===== src/rtl/core/lzwd_pkg.sv =====
// Shared types and constants of the LZ window RTF decompressor.
package lzwd_pkg;

    localparam int WINDOW_SIZE = 4096;
    localparam int ADDR_W      = $clog2(WINDOW_SIZE);
    localparam int LEN_W       = 24;
    localparam int BYTE_W      = 8;
    localparam int FLAG_CNT_W  = 4;
    localparam int COPY_CNT_W  = 5;

    localparam logic [FLAG_CNT_W-1:0] FLAG_BITS_PER_BYTE = FLAG_CNT_W'(8);

    // Codes of the input request kind carried on s_tuser.
    localparam logic REQ_PRELOAD = 1'b0;
    localparam logic REQ_STREAM  = 1'b1;

    // Token phase codes.
    localparam logic PHASE_TOKEN   = 1'b0;
    localparam logic PHASE_REF_LOW = 1'b1;

    typedef enum logic [3:0] {
        ST_CLEAR   = 4'b0001,
        ST_IDLE    = 4'b0010,
        ST_COPY_RD = 4'b0100,
        ST_COPY_WR = 4'b1000
    } state_t;

    // Commands from the controller to the datapath.
    typedef struct packed {
        logic clr_wr;
        logic preload;
        logic flag_load;
        logic first_load;
        logic ref_start;
        logic literal;
        logic copy_rd;
        logic copy_wr;
    } dp_cmd_t;

    // Status from the datapath to the controller.
    typedef struct packed {
        logic clr_last;
        logic ref_pending;
        logic flags_empty;
        logic flag_ref;
        logic copy_last;
        logic out_free;
    } dp_stat_t;

endpackage


===== src/rtl/core/lzwd_ctrl.sv =====
// Controller state machine of the LZ window RTF decompressor.
module lzwd_ctrl (
    input  logic              aclk,
    input  logic              aresetn,
    input  logic              s_tvalid,
    input  logic              s_tuser,
    output logic              s_tready,
    input  lzwd_pkg::dp_stat_t stat,
    output lzwd_pkg::dp_cmd_t  cmd
);
    import lzwd_pkg::*;

    state_t state_reg;
    state_t state_next;
    logic   accept;

    assign s_tready = (state_reg == ST_IDLE) && stat.out_free;
    assign accept   = s_tvalid && s_tready;

    always_comb begin
        cmd        = '0;
        state_next = state_reg;
        unique case (state_reg)
            ST_CLEAR: begin
                cmd.clr_wr = 1'b1;
                if (stat.clr_last) begin
                    state_next = ST_IDLE;
                end
            end
            ST_IDLE: begin
                if (accept) begin
                    if (s_tuser == REQ_PRELOAD) begin
                        cmd.preload = 1'b1;
                    end else if (stat.ref_pending) begin
                        cmd.ref_start = 1'b1;
                        state_next    = ST_COPY_RD;
                    end else if (stat.flags_empty) begin
                        cmd.flag_load = 1'b1;
                    end else if (stat.flag_ref) begin
                        cmd.first_load = 1'b1;
                    end else begin
                        cmd.literal = 1'b1;
                    end
                end
            end
            ST_COPY_RD: begin
                cmd.copy_rd = 1'b1;
                state_next  = ST_COPY_WR;
            end
            ST_COPY_WR: begin
                if (stat.out_free) begin
                    cmd.copy_wr = 1'b1;
                    state_next  = stat.copy_last ? ST_IDLE : ST_COPY_RD;
                end
            end
            default: begin
                state_next = ST_CLEAR;
            end
        endcase
    end

    always_ff @(posedge aclk) begin
        if (!aresetn) begin
            state_reg <= ST_CLEAR;
        end else begin
            state_reg <= state_next;
        end
    end

endmodule


===== config.mk =====
export PLATFORM = sky130hd
export DESIGN_NAME = lzwd_ctrl
export DESIGN_NICKNAME = d
export VERILOG_FILES = /design/src/rtl/core/lzwd_pkg.sv /design/src/rtl/core/lzwd_ctrl.sv
export SDC_FILE = /design/constraint.sdc
export NUM_CORES = 1
export LEC_CHECK = 0
export ABC_AREA = 1
export BUFFER_PORTS_ARGS = -buffer_cell sky130_fd_sc_hd__buf_2
export CAP_MARGIN = 10
export CORE_MARGIN = 4
export CORE_UTILIZATION = 25
export DETAILED_ROUTE_END_ITERATION = 10
export PLACE_DENSITY = 0.61
export SYNTH_ARGS = -nofsm -noshare
export SYNTH_HDL_FRONTEND = slang
export SYNTH_SLANG_ARGS = --single-unit
export TNS_END_PERCENT = 30

===== constraint.sdc =====
create_clock -name aclk -period 2 [get_ports aclk]
set_clock_uncertainty 0.2 [all_clocks]
set_input_delay 0.1 -clock aclk [delete_from_list [all_inputs] [get_ports aclk]]
set_output_delay 0.1 -clock aclk [all_outputs]
set_load 0.02 [all_outputs]

==> out/metrics.csv <==
stage;metric;value;unit
run_status;status;finished, final reports clean;
clock_tree;worstSkewPairLatency;0.24;ns
clock_tree;cts_sinks;4;
layout;area_growth;41.9;%
global_route;antenna_found_initial;0;
timing;setup_tns;0;ns
detailed_routing;post_drt_wl_per_cell;9.80;um
floorplan;core_area;0.00119;mm^2
clock_tree;htreeDepth;1;
detailed_routing;totalWireLength;853;um
critical_path;crit_slowest_cell;dfxtp_1;
detailed_routing;ant_nets;0;
logic_synthesis;yosys-top-cells-area;dfxtp_1 24%, inv_1 16%, nand3_1 9.0%, nor2_1 9.0%, nor3b_2 7.5%;
detailed_routing;drt_iter0_markers;4;
logic_synthesis;yosysWarningCount;0;
timing;max_slew.worst_pin.slew;0.270;ns
detailed_routing;drc;0;
clock_tree;clockBufferDepth;2;
floorplan;pin_count;19;
logic_synthesis;synth_top_area_share;24.0;%
global_route;grt_use_total;9.52;%
timing;fmax;0.584;GHz
logic_synthesis;syn_inst;51;
job;cap_violations;0;
place;io_buffer_count;18;
critical_path;crit_required;1.70;ns
logic_synthesis;postSynthAreaPerCell;6.55;um^2
floorplan;core.rowCount;12;
logic_synthesis;synth_edf_count;0;
layout;nets;85;
timing;relSlewSlack;81.9;%
timing;setup_viol;0;
worst_hold_path;hp-class;in2reg;
floorplan;die_w;44.6;um
logic_synthesis;ys_types;14;
timing;rsz0062_at_grt;false;
floorplan;initial_core_util;28.2;%
critical_path;cp-start-kind;flop;
power_and_ir_drop;powerDensity;700;mW/mm^2
layout;n_antenna_cell;0;
critical_path;crit_path_end_kind;output pin;
layout;largest_register_ffs;4;
clock_tree;ctsRootBufferMaster;clkbuf_4;
floorplan;fp.dieH;44.6;um
logic_synthesis;syn_nets;61;
layout;nFillCells;129;
place;dp_cells;83;
power_and_ir_drop;clkPwrFrac;30.1;%
power_and_ir_drop;p_sw;0.000126;W
power_and_ir_drop;switching_share;38.0;%
logic_synthesis;synth_top_cell_by_area;dfxtp_1;
clock_tree;cts_tree;built;
clock_tree;cts_buffers;3;
power_and_ir_drop;irDropWorstVdd;452;uV
logic_synthesis;synthesis.area;334;um^2
timing;whs;0.0156;ns
global_route;grt_max_degree;6;
power_and_ir_drop;intPower;0.000206;W
power_and_ir_drop;p_leak;0.296;nW
floorplan;die_area;0.00199;mm^2
critical_path;cp_max_fo;5;
power_and_ir_drop;seqPwrFrac;31.0;%
critical_path;crit_top_cell;nor2_4;
global_route;grt_pass1_vias;344;
critical_path;criticalPathCategory;reg2out;
place;place_hpwl;712;um
detailed_routing;viasPerCell;4.39;
logic_synthesis;async_reset_ff_share;0;%
critical_path;crit_chain;nor2_4, nand3_4, nor2_4, nand2_4, nor4_1, buf_2;
place;gp_congestion;0.699;
critical_path;crit_arrival;1.41;ns
timing;period_needed;1.71;ns
power_and_ir_drop;pwr-share-comb;38.9;%
detailed_routing;drt-pass1-iter-count;4;
clock_tree;cts_resized;0;
global_route;gr-total-overflow;0;
logic_synthesis;synth_flop_cell;dfxtp_1;
detailed_routing;vias;382;
timing;hold_viol_final;0;
critical_path;critPathMaxStageDelay;0.33;ns
clock_tree;clk_pin_slew;0.04;ns
layout;fin_cells;87;
timing;finalCritPeriodShare;85.6;%
timing;slew_violations;0;
logic_synthesis;yosysMostFrequentCell;inv_1;
layout;drive_above_1_share;37.0;%
logic_synthesis;ys_top_cells_by_count;14 x inv_1, 8 x nor2_1, 6 x nand2_1, 6 x nand3_1, 4 x dfxtp_1;
logic_synthesis;ys_seq_area_share;24.0;%
logic_synthesis;ys_seq_elements;4;
global_route;grt_pass1_wl;1390;um
-- power by group through the flow --
stage	combinational [W]	sequential, W	clock, W
CTS	0.000129	0.000103	0.000103
finish	0.000129	0.000103	0.0000999
detailed placement	0.000127	0.000104	0
global route	0.000145	0.000105	0.000106
global placement	0.000127	0.000104	0
floorplan	0.0000921	0.000102	0
-- worst max-delay path: cells and delay by family (launching register included) --
kind                   cells  cell delay [ns]
buffers and inverters      1             0.21
AND/OR/NAND/NOR            5             0.63
flip-flops                 1             0.33
-- worst paths after layout --
path	startpoint	endpoint	slack [ns]	cells past startpoint
hold reg to reg	state_reg[2]	state_reg[3]	0.41	2
setup / recovery	state_reg[2]	cmd[2]	0.29	6
hold / removal	stat[1]	state_reg[2]	0.02	4
setup reg to reg	state_reg[3]	state_reg[2]	0.67	6
-- cell usage in the layout (no fill, tap or decap) --
| cell type | count |
|---|---|
| dfxtp_1 | 4 |
| o31ai_1 | 1 |
| nand4_1 | 2 |
| inv_1 | 14 |
| nand3_4 | 1 |
| nand2_4 | 1 |
| nor2_4 | 2 |
| a21oi_1 | 1 |
| dlygate4sd3_1 | 1 |
| nor4_1 | 2 |
| nor3b_2 | 2 |
| nor2_1 | 8 |
| o21ai_0 | 1 |
| clkbuf_4 | 3 |
| nand3_1 | 6 |
| nand2_1 | 6 |
| buf_2 | 18 |
-- cells by family after synthesis --
| family | share of synthesized area [%] |
|---|---|
| AO/OA/AOI/OAI | 5.24 |
| AND/OR/NAND/NOR | 55.1 |
| flip-flops | 24.0 |
| buffers and inverters | 15.7 |
-- what timing repair did --
item / 4_1_cts / 5_1_grt
endpoints found under the hold margin: 3 / 0
setup buffers: 0 / 0
hold buffers: 1 / 0
-- layout make-up --
class	count	area [um^2]	share of cell area [%]
Multi-Input combinational cell	33	201	42.5
Clock buffer	3	22.5	4.75
Timing Repair Buffer	19	100	21.1
Tap cell	14	17.5	3.69
Inverter	14	52.6	11.1
Sequential cell	4	80.1	16.9
-- through the flow --
stage / utilization, % / power (W) / area [um^2] / worst slack, ns
floorplan: - / 0.000194 / 334 / 0.222
global placement: 37.2 / 0.000231 / 442 / 0.559
detailed placement: 37.2 / 0.000231 / 442 / 0.542
CTS: 40.0 / 0.000335 / 474 / 0.282
global route: 40.0 / 0.000356 / 474 / 0.166
finish: 40.0 / 0.000332 / 474 / 0.288
-- metal layers --
layer  vias to the layer above  GRT usage, %  wire length (um)
met3                         2          4.07                57
li1                        208             -                 -
met1                       161          11.6               382
met2                        11          13.8               400
met4                         0          5.42                12
met5                         -             0                 0
Power figures use the tool's default switching activity.
